`config.mk`:
```
export PLATFORM = sky130hd
export DESIGN_NAME = quadrature_run_segmenter_top
export DESIGN_NICKNAME = d
export VERILOG_FILES = /design/src/rtl/qrs_pkg.sv /design/src/rtl/qrs_front.sv /design/src/rtl/qrs_queue.sv /design/src/rtl/qrs_back.sv /design/src/rtl/quadrature_run_segmenter_top.sv
export SDC_FILE = /design/constraint.sdc
export NUM_CORES = 1
export LEC_CHECK = 0
export BUFFER_PORTS_ARGS = -buffer_cell sky130_fd_sc_hd__buf_4
export CAP_MARGIN = 20
export CORE_MARGIN = 4
export CORE_UTILIZATION = 50
export DETAILED_ROUTE_END_ITERATION = 8
export PLACE_DENSITY = 0.77
export SLEW_MARGIN = 30
export SYNTH_ARGS = -nofsm -noshare
export SYNTH_HDL_FRONTEND = slang
export SYNTH_SLANG_ARGS = --single-unit
```
`constraint.sdc`:
```
create_clock -name clock -period 12.91 [get_ports clock]
set_input_delay 1.9365 -clock clock [delete_from_list [all_inputs] [get_ports clock]]
set_output_delay 1.9365 -clock clock [all_outputs]
set_load 0.01 [all_outputs]
```
`src/rtl/qrs_pkg.sv`:
```
`default_nettype none

package qrs_pkg;

   localparam int TIME_BITS      = 48;
   localparam int COUNT_BITS     = 32;
   localparam int POS_BITS       = 32;
   localparam int QUEUE_DEPTH    = 4;
   localparam int QUEUE_PTR_BITS = $clog2(QUEUE_DEPTH);
   localparam int QUEUE_CNT_BITS = $clog2(QUEUE_DEPTH + 1);

   typedef enum logic [1:0] {
      DIR_CW     = 2'd0,
      DIR_CCW    = 2'd1,
      DIR_GLITCH = 2'd2,
      DIR_STILL  = 2'd3
   } dir_type;

   typedef struct packed {
      logic                 seed;
      dir_type              dir;
      logic [TIME_BITS-1:0] stamp;
   } step_type;

   typedef struct packed {
      logic     valid;
      step_type step;
   } push_type;

   typedef struct packed {
      logic     valid;
      step_type step;
   } head_type;

   function automatic dir_type step_class(input logic old_a, input logic old_b,
                                          input logic new_a, input logic new_b);
      dir_type d;
      unique case ({new_b, new_a, old_b, old_a})
         4'b0000, 4'b0101, 4'b1010, 4'b1111: d = DIR_STILL;
         4'b0001, 4'b0111, 4'b1000, 4'b1110: d = DIR_CW;
         4'b0010, 4'b0100, 4'b1011, 4'b1101: d = DIR_CCW;
         default:                            d = DIR_GLITCH;
      endcase
      return d;
   endfunction

endpackage

`default_nettype wire

```
`src/rtl/qrs_front.sv`:
```
`default_nettype none

module qrs_front (
   input  wire logic                         clock,
   input  wire logic                         reset,
   input  wire logic                         req_valid,
   output logic                              req_ready,
   input  wire logic                         req_level_a,
   input  wire logic                         req_level_b,
   input  wire logic [qrs_pkg::TIME_BITS-1:0] req_sample_time,
   input  wire logic                         queue_full,
   output qrs_pkg::push_type                 push
);

   logic             primed_ff, primed_in;
   logic             last_a_ff, last_a_in;
   logic             last_b_ff, last_b_in;
   logic             accept;
   qrs_pkg::dir_type cls;

   assign req_ready = !queue_full;
   assign accept    = req_valid && !queue_full;
   assign cls       = qrs_pkg::step_class(last_a_ff, last_b_ff, req_level_a, req_level_b);

   always_comb begin
      primed_in  = primed_ff;
      last_a_in  = last_a_ff;
      last_b_in  = last_b_ff;
      push.valid = 1'b0;
      push.step.seed  = !primed_ff;
      push.step.dir   = cls;
      push.step.stamp = req_sample_time;
      if (accept) begin
         primed_in  = 1'b1;
         last_a_in  = req_level_a;
         last_b_in  = req_level_b;
         push.valid = !primed_ff || (cls != qrs_pkg::DIR_STILL);
      end
   end

   always_ff @(posedge clock) begin
      if (reset) begin
         primed_ff <= 1'b0;
         last_a_ff <= 1'b0;
         last_b_ff <= 1'b0;
      end else begin
         primed_ff <= primed_in;
         last_a_ff <= last_a_in;
         last_b_ff <= last_b_in;
      end
   end

endmodule

`default_nettype wire

```
`src/rtl/qrs_queue.sv`:
```
`default_nettype none

module qrs_queue (
   input  wire logic              clock,
   input  wire logic              reset,
   input  wire qrs_pkg::push_type push,
   output logic                   full,
   output qrs_pkg::head_type      head,
   input  wire logic              pop
);

   qrs_pkg::step_type                   entry_ff [qrs_pkg::QUEUE_DEPTH];
   logic [qrs_pkg::QUEUE_PTR_BITS-1:0]  wr_ptr_ff, wr_ptr_in;
   logic [qrs_pkg::QUEUE_PTR_BITS-1:0]  rd_ptr_ff, rd_ptr_in;
   logic [qrs_pkg::QUEUE_CNT_BITS-1:0]  count_ff, count_in;
   logic                                do_push;
   logic                                do_pop;

   assign full       = (count_ff == qrs_pkg::QUEUE_CNT_BITS'(qrs_pkg::QUEUE_DEPTH));
   assign head.valid = (count_ff != '0);
   assign head.step  = entry_ff[rd_ptr_ff];
   assign do_push    = push.valid && !full;
   assign do_pop     = pop && head.valid;

   always_comb begin
      wr_ptr_in = wr_ptr_ff;
      rd_ptr_in = rd_ptr_ff;
      count_in  = count_ff;
      if (do_push) begin
         wr_ptr_in = wr_ptr_ff + 1'b1;
      end
      if (do_pop) begin
         rd_ptr_in = rd_ptr_ff + 1'b1;
      end
      priority if (do_push && !do_pop) begin
         count_in = count_ff + 1'b1;
      end else if (do_pop && !do_push) begin
         count_in = count_ff - 1'b1;
      end
   end

   always_ff @(posedge clock) begin
      if (reset) begin
         wr_ptr_ff <= '0;
         rd_ptr_ff <= '0;
         count_ff  <= '0;
      end else begin
         wr_ptr_ff <= wr_ptr_in;
         rd_ptr_ff <= rd_ptr_in;
         count_ff  <= count_in;
      end
   end

   always_ff @(posedge clock) begin
      if (do_push) begin
         entry_ff[wr_ptr_ff] <= push.step;
      end
   end

endmodule

`default_nettype wire

```
`src/rtl/qrs_back.sv`:
```
`default_nettype none

module qrs_back (
   input  wire logic                                 clock,
   input  wire logic                                 reset,
   input  wire qrs_pkg::head_type                    head,
   output logic                                      pop,
   output logic                                      rsp_valid,
   input  wire logic                                 rsp_ready,
   output logic [1:0]                                rsp_run_direction,
   output logic signed [qrs_pkg::POS_BITS-1:0]       rsp_position,
   output logic [qrs_pkg::COUNT_BITS-1:0]            rsp_step_count,
   output logic [qrs_pkg::COUNT_BITS-1:0]            rsp_glitch_count,
   output logic [qrs_pkg::TIME_BITS-1:0]             rsp_run_start,
   output logic [qrs_pkg::TIME_BITS-1:0]             rsp_run_end
);

   qrs_pkg::dir_type                  prev_dir_ff, prev_dir_in;
   logic [qrs_pkg::POS_BITS-1:0]      pos_ff, pos_in;
   logic [qrs_pkg::COUNT_BITS-1:0]    steps_ff, steps_in;
   logic [qrs_pkg::COUNT_BITS-1:0]    glitches_ff, glitches_in;
   logic [qrs_pkg::TIME_BITS-1:0]     start_ff, start_in;
   logic [qrs_pkg::TIME_BITS-1:0]     end_ff, end_in;
   logic [qrs_pkg::TIME_BITS-1:0]     cur_ff, cur_in;

   logic                              out_valid_ff, out_valid_in;
   logic [1:0]                        out_dir_ff, out_dir_in;
   logic [qrs_pkg::POS_BITS-1:0]      out_pos_ff, out_pos_in;
   logic [qrs_pkg::COUNT_BITS-1:0]    out_steps_ff, out_steps_in;
   logic [qrs_pkg::COUNT_BITS-1:0]    out_glitches_ff, out_glitches_in;
   logic [qrs_pkg::TIME_BITS-1:0]     out_start_ff, out_start_in;
   logic [qrs_pkg::TIME_BITS-1:0]     out_end_ff, out_end_in;

   logic                              is_step;
   logic                              is_glitch;
   logic                              change;
   logic                              emit;
   logic                              out_free;
   logic [qrs_pkg::POS_BITS-1:0]      pos_step;
   logic [qrs_pkg::COUNT_BITS-1:0]    steps_step;
   logic [qrs_pkg::COUNT_BITS-1:0]    glitches_step;
   logic [qrs_pkg::TIME_BITS-1:0]     end_step;
   logic [qrs_pkg::TIME_BITS-1:0]     cur_step;

   assign out_free  = !out_valid_ff || rsp_ready;
   assign is_step   = (head.step.dir == qrs_pkg::DIR_CW) || (head.step.dir == qrs_pkg::DIR_CCW);
   assign is_glitch = (head.step.dir == qrs_pkg::DIR_GLITCH);

   always_comb begin
      pos_step      = pos_ff;
      steps_step    = steps_ff;
      glitches_step = glitches_ff;
      end_step      = end_ff;
      cur_step      = cur_ff;
      if (is_glitch && (glitches_ff != '1)) begin
         glitches_step = glitches_ff + 1'b1;
      end
      if (is_step) begin
         if (steps_ff != '1) begin
            steps_step = steps_ff + 1'b1;
         end
         if (head.step.dir == qrs_pkg::DIR_CW) begin
            pos_step = pos_ff - 1'b1;
         end else begin
            pos_step = pos_ff + 1'b1;
         end
         end_step = cur_ff;
         cur_step = head.step.stamp;
      end
   end

   assign change = !head.step.seed && (head.step.dir != prev_dir_ff);
   assign emit   = head.valid && change &&
                   ((glitches_step != '0) || (prev_dir_ff != qrs_pkg::DIR_GLITCH));
   assign pop    = head.valid && (!emit || out_free);

   always_comb begin
      prev_dir_in = prev_dir_ff;
      pos_in      = pos_ff;
      steps_in    = steps_ff;
      glitches_in = glitches_ff;
      start_in    = start_ff;
      end_in      = end_ff;
      cur_in      = cur_ff;
      if (pop) begin
         if (head.step.seed) begin
            start_in = head.step.stamp;
            end_in   = head.step.stamp;
            cur_in   = head.step.stamp;
         end else begin
            pos_in      = pos_step;
            steps_in    = steps_step;
            glitches_in = glitches_step;
            end_in      = end_step;
            cur_in      = cur_step;
            if (change) begin
               start_in    = cur_step;
               prev_dir_in = head.step.dir;
               steps_in    = '0;
               glitches_in = '0;
            end
         end
      end
   end

   always_comb begin
      out_valid_in    = out_valid_ff && !rsp_ready;
      out_dir_in      = out_dir_ff;
      out_pos_in      = out_pos_ff;
      out_steps_in    = out_steps_ff;
      out_glitches_in = out_glitches_ff;
      out_start_in    = out_start_ff;
      out_end_in      = out_end_ff;
      if (pop && emit) begin
         out_valid_in    = 1'b1;
         out_dir_in      = prev_dir_ff;
         out_pos_in      = pos_step;
         out_steps_in    = steps_step;
         out_glitches_in = glitches_step;
         out_start_in    = start_ff;
         out_end_in      = end_step;
      end
   end

   always_ff @(posedge clock) begin
      if (reset) begin
         prev_dir_ff  <= qrs_pkg::DIR_GLITCH;
         pos_ff       <= '0;
         steps_ff     <= '0;
         glitches_ff  <= '0;
         out_valid_ff <= 1'b0;
      end else begin
         prev_dir_ff  <= prev_dir_in;
         pos_ff       <= pos_in;
         steps_ff     <= steps_in;
         glitches_ff  <= glitches_in;
         out_valid_ff <= out_valid_in;
      end
   end

   always_ff @(posedge clock) begin
      start_ff        <= start_in;
      end_ff          <= end_in;
      cur_ff          <= cur_in;
      out_dir_ff      <= out_dir_in;
      out_pos_ff      <= out_pos_in;
      out_steps_ff    <= out_steps_in;
      out_glitches_ff <= out_glitches_in;
      out_start_ff    <= out_start_in;
      out_end_ff      <= out_end_in;
   end

   assign rsp_valid         = out_valid_ff;
   assign rsp_run_direction = out_dir_ff;
   assign rsp_position      = $signed(out_pos_ff);
   assign rsp_step_count    = out_steps_ff;
   assign rsp_glitch_count  = out_glitches_ff;
   assign rsp_run_start     = out_start_ff;
   assign rsp_run_end       = out_end_ff;

endmodule

`default_nettype wire

```
`src/rtl/quadrature_run_segmenter_top.sv`:
```
// Quadrature run segmenter: an x4 decoder for encoder channels A and B that
// reports the motion as runs of one class (clockwise, counter-clockwise, glitch).
// The request channel takes one sample per transaction: both levels and the
// sample time. The first sample after reset only seeds the levels and times.
// Standstill samples and samples that stay within the current run give no
// response; a sample that changes the class gives one run record on the
// response channel, except when the ending run is a glitch run with no counted glitch.
// The front end classifies each sample against the previous levels in the
// cycle it is accepted; the seed and every non-standstill sample go into a
// four-entry queue. The back end updates position, counts and time marks for
// one queued step per cycle and loads a record into the response register.
// With an empty queue, a run's last step passes the queue entry, then the
// response register. Throughput is one sample per cycle unless stalled.
// When the receiver stalls, the response register holds its record, the back
// end stops only on a step that would emit, and the queue holds that step and
// up to three more before req_ready drops. Synchronous reset clears the levels,
// position, counts and all valid state; no response is pending after reset.
`default_nettype none

module quadrature_run_segmenter_top (
   input  wire logic                              clock,
   input  wire logic                              reset,
   input  wire logic                              req_valid,
   output logic                                   req_ready,
   input  wire logic                              req_level_a,
   input  wire logic                              req_level_b,
   input  wire logic [qrs_pkg::TIME_BITS-1:0]     req_sample_time,
   output logic                                   rsp_valid,
   input  wire logic                              rsp_ready,
   output logic [1:0]                             rsp_run_direction,
   output logic signed [qrs_pkg::POS_BITS-1:0]    rsp_position,
   output logic [qrs_pkg::COUNT_BITS-1:0]         rsp_step_count,
   output logic [qrs_pkg::COUNT_BITS-1:0]         rsp_glitch_count,
   output logic [qrs_pkg::TIME_BITS-1:0]          rsp_run_start,
   output logic [qrs_pkg::TIME_BITS-1:0]          rsp_run_end
);

   qrs_pkg::push_type push;
   qrs_pkg::head_type head;
   logic              queue_full;
   logic              pop;

   qrs_front u_front (
      .clock           (clock),
      .reset           (reset),
      .req_valid       (req_valid),
      .req_ready       (req_ready),
      .req_level_a     (req_level_a),
      .req_level_b     (req_level_b),
      .req_sample_time (req_sample_time),
      .queue_full      (queue_full),
      .push            (push)
   );

   qrs_queue u_queue (
      .clock (clock),
      .reset (reset),
      .push  (push),
      .full  (queue_full),
      .head  (head),
      .pop   (pop)
   );

   qrs_back u_back (
      .clock             (clock),
      .reset             (reset),
      .head              (head),
      .pop               (pop),
      .rsp_valid         (rsp_valid),
      .rsp_ready         (rsp_ready),
      .rsp_run_direction (rsp_run_direction),
      .rsp_position      (rsp_position),
      .rsp_step_count    (rsp_step_count),
      .rsp_glitch_count  (rsp_glitch_count),
      .rsp_run_start     (rsp_run_start),
      .rsp_run_end       (rsp_run_end)
   );

endmodule

`default_nettype wire

```
==> flow_summary.ini <==
[critical_path]
cp.required_ns = 13.15
arrival_ns = 6.08
reg2reg_slack_ns = 7.07
worst-path-stages = 12
critPathTopFamily = compound AO/OA/AOI/OAI gates
crit_buf_inv = 3
cp_cell_sequence = buf_4, mux4_2, nor2b_1, o211ai_2, o21a_1, or3_1, nor4_2, a31oi_2, a31oi_4, inv_1, a21oi_4, buf_4
critPathMaxStageDelay_ns = 0.63
worstRegToRegCells = 12
r2r-end = u_back.start_ff[22]
crit_slowest_cell = buf_4
start_kind = flop
end_kind = flop
path_class = reg -> reg
worst_path_most_repeated_cell = buf_4
cp_max_fo = 51

[timing]
skew_ns = 0.0319
period_minus_slack_ns = 5.84
hold_viol_final = 0
tightest_slew_ns = 0.893
slew_violations = 0
relSlewSlack_pct = 40.5
setup_tns_ns = 0
fin_crit_sh_pct = 45.3
max_freq_mhz = 171
setup_violations = 0
rsz0062_at_grt = no

[hold_path]
hold_class = reg -> reg
worstHoldPathCells = 0
min-delay-start = u_back.start_ff[39]
holdPathEnd = u_back.rsp_run_start[39]

[floorplanning]
design.portCount = 250
core_mm2 = 0.0542
rows = 85
die_w_um = 243
die_h_um = 243
dieArea_mm2 = 0.0590
initial_core_util_pct = 50.8

[cts]
clk_pin_slew_worst_paths_ns = 0.06
cts_setup_buffers = 0
hold_buffers = 0
cts_buffers = 67
cts.sinks = 653
clock_latency_ns = 0.61
cts.path.max_buffers = 3
cts_max_level = 3
root_buffer = clkbuf_16
cts_tree = yes
postCtsResizedCells = 0

[synth]
ys_warn_count = 0
synth-seq-area-share_pct = 67.1
avgSynthCellArea_um2 = 14.9
synthTopCellsByCount = edfxtp_1, mux2_2, nand2_1, dfxtp_1, nor2_1
synth_area_mm2 = 0.0276
syn_inst = 1856
synth_nets = 1949
synthTopCellsByArea = edfxtp_1, dfxtp_1, mux2_2, mux4_2, xnor2_1
synthArstFlopShare_pct = 0
synth_edf_count = 542
ys_ff_latch = 653
synth_cell_types = 74
synth.most_common_cell = edfxtp_1
synth_flop_cell = edfxtp_1
synth_area_leader_cell = edfxtp_1
synth_top_area_share_pct = 59.0

[power_and_ir_drop]
clkPwrFrac_pct = 25.8
pwr-share-seq_pct = 44.4
p_sw_uw = 2290
swShare_pct = 30.8
comb_power_share_pct = 29.7
power_density_mw_per_mm2 = 231
leakagePower_uw = 0.0113
cellInternalPower_uw = 5160
irDropWorstVdd_v = 0.000157

[grt]
grt_max_degree = 85
grtUsageTotal_pct = 20.0
grt_pass1_wl_mm = 94.2
antenna_found_initial = 5
grt-ovfl-total = 0
grt_pass1_vias = 16400

[drt]
viasPerCell = 5.73
antenna_left = 0
vias = 16300
first_pass_iters = 6
wirelength_mm = 59.8
wl_per_cell_um = 21.1
route.detailed.drc = 0
drtIter0Drc = 1306

[cells_and_area]
fin_nets = 2189
syn_to_final_growth_pct = 17.1
post-route-cell-area_mm2 = 0.0323
drive_gt1_share_pct = 28.0

[placement]
place_area_mm2 = 0.0301
hpwl_mm = 38.9
gp_congestion = 0.906
port_buffers = 249

[job]
maxCapViolations = 0

[status]
status = completed
==> layer usage <==
layer | vias to the layer above | GRT usage [%] | part of all wire (%)
li1 | 7594 | - | -
met1 | 8022 | 26.7 | 43
met2 | 553 | 32.8 | 48
met3 | 87 | 5.11 | 7.3
met4 | 8 | 5.67 | 2.0
met5 | - | 0 | 0.089
==> flip-flops by register name, summed over array words and instances (netlist names), 48 cells and up, named ones only <==
signal                cells
u_back.start_ff          48
u_back.rsp_run_end       48
u_back.rsp_run_start     48
u_back.end_ff            48
u_queue.entry_ff        204
u_back.cur_ff            48
==> per-stage QoR <==
stage | util (%) | instances | setup WS [ns] | power (µW) | hold WS, ns
2_1_floorplan | - | 1856 | 1.79 | 4870 | 0.400
3_3_place_gp | 55.5 | 2722 | 6.64 | 5480 | 0.405
3_5_place_dp | 55.5 | 2722 | 6.53 | 5570 | 0.405
4_1_cts | 59.5 | 2838 | 6.48 | 7510 | 0.416
5_1_grt | 59.5 | 2840 | 6.70 | 7840 | 0.424
6_report | 59.5 | 2840 | 7.07 | 7450 | 0.414
==> cells in the final DEF (no fill, tap or decap), types with 6 or more instances in the layout <==
cell type,instances
a211oi_1,9
ha_1,37
clkbuf_1,16
a21o_1,11
dfxtp_1,109
mux2i_1,34
clkinv_1,10
a31o_2,6
bufinv_16,6
and4_1,9
and3_1,15
or2_2,7
nand4_1,26
clkinv_2,7
a21boi_0,6
nor3_1,24
o21ai_0,54
nand2b_1,32
o211a_1,7
nor4_1,10
xor2_1,37
o21a_1,17
a21oi_1,68
a31oi_1,12
clkbuf_16,70
or3_1,11
inv_1,28
a2bb2oi_1,6
o211ai_1,6
buf_4,264
mux2_2,151
edfxtp_1,542
a311oi_1,23
o31ai_1,7
nand3_1,33
nor2_1,99
xnor2_1,62
mux4_2,49
nand2_1,133
==> cells by family after synthesis <==
family	synth area share (%)
buffers and inverters	1.94
AND/OR/NAND/NOR	7.71
AO/OA/AOI/OAI	6.79
multiplexers	11.5
flip-flops	67.1
XOR/XNOR	3.15
adder cells (fa/ha/maj)	1.82
==> area by class of cell <==
cell class / count / area [µm²]
well taps: 696 / 871
fillers: 4024 / 21900
clock inverters: 30 / 373
repair buffers: 267 / 2020
multi-input cells: 1077 / 8600
clock buffers: 86 / 1810
flip-flops and latches: 653 / 18500
inverters: 30 / 113
diodes: 1 / 2.50
==> how the worst max path moves through the flow <==
stage and to:
3_5_place_dp u_back.start_ff[20], 5_1_grt u_back.start_ff[9], 3_3_place_gp u_back.start_ff[11], 2_1_floorplan u_back.start_ff[0], 4_1_cts u_back.start_ff[9], 6_report u_back.start_ff[22]
==> power groups by stage <==
| stage | clock [µW] | sequential, µW | combinational [µW] |
|---|---|---|---|
| after floorplan | 0 | 3420 | 1450 |
| after global placement | 0 | 3330 | 2150 |
| after detailed placement | 0 | 3350 | 2220 |
| after CTS | 1960 | 3310 | 2240 |
| after global routing | 2060 | 3360 | 2420 |
| final | 1920 | 3310 | 2210 |
Note: power is estimated with default switching activity, not from simulation.
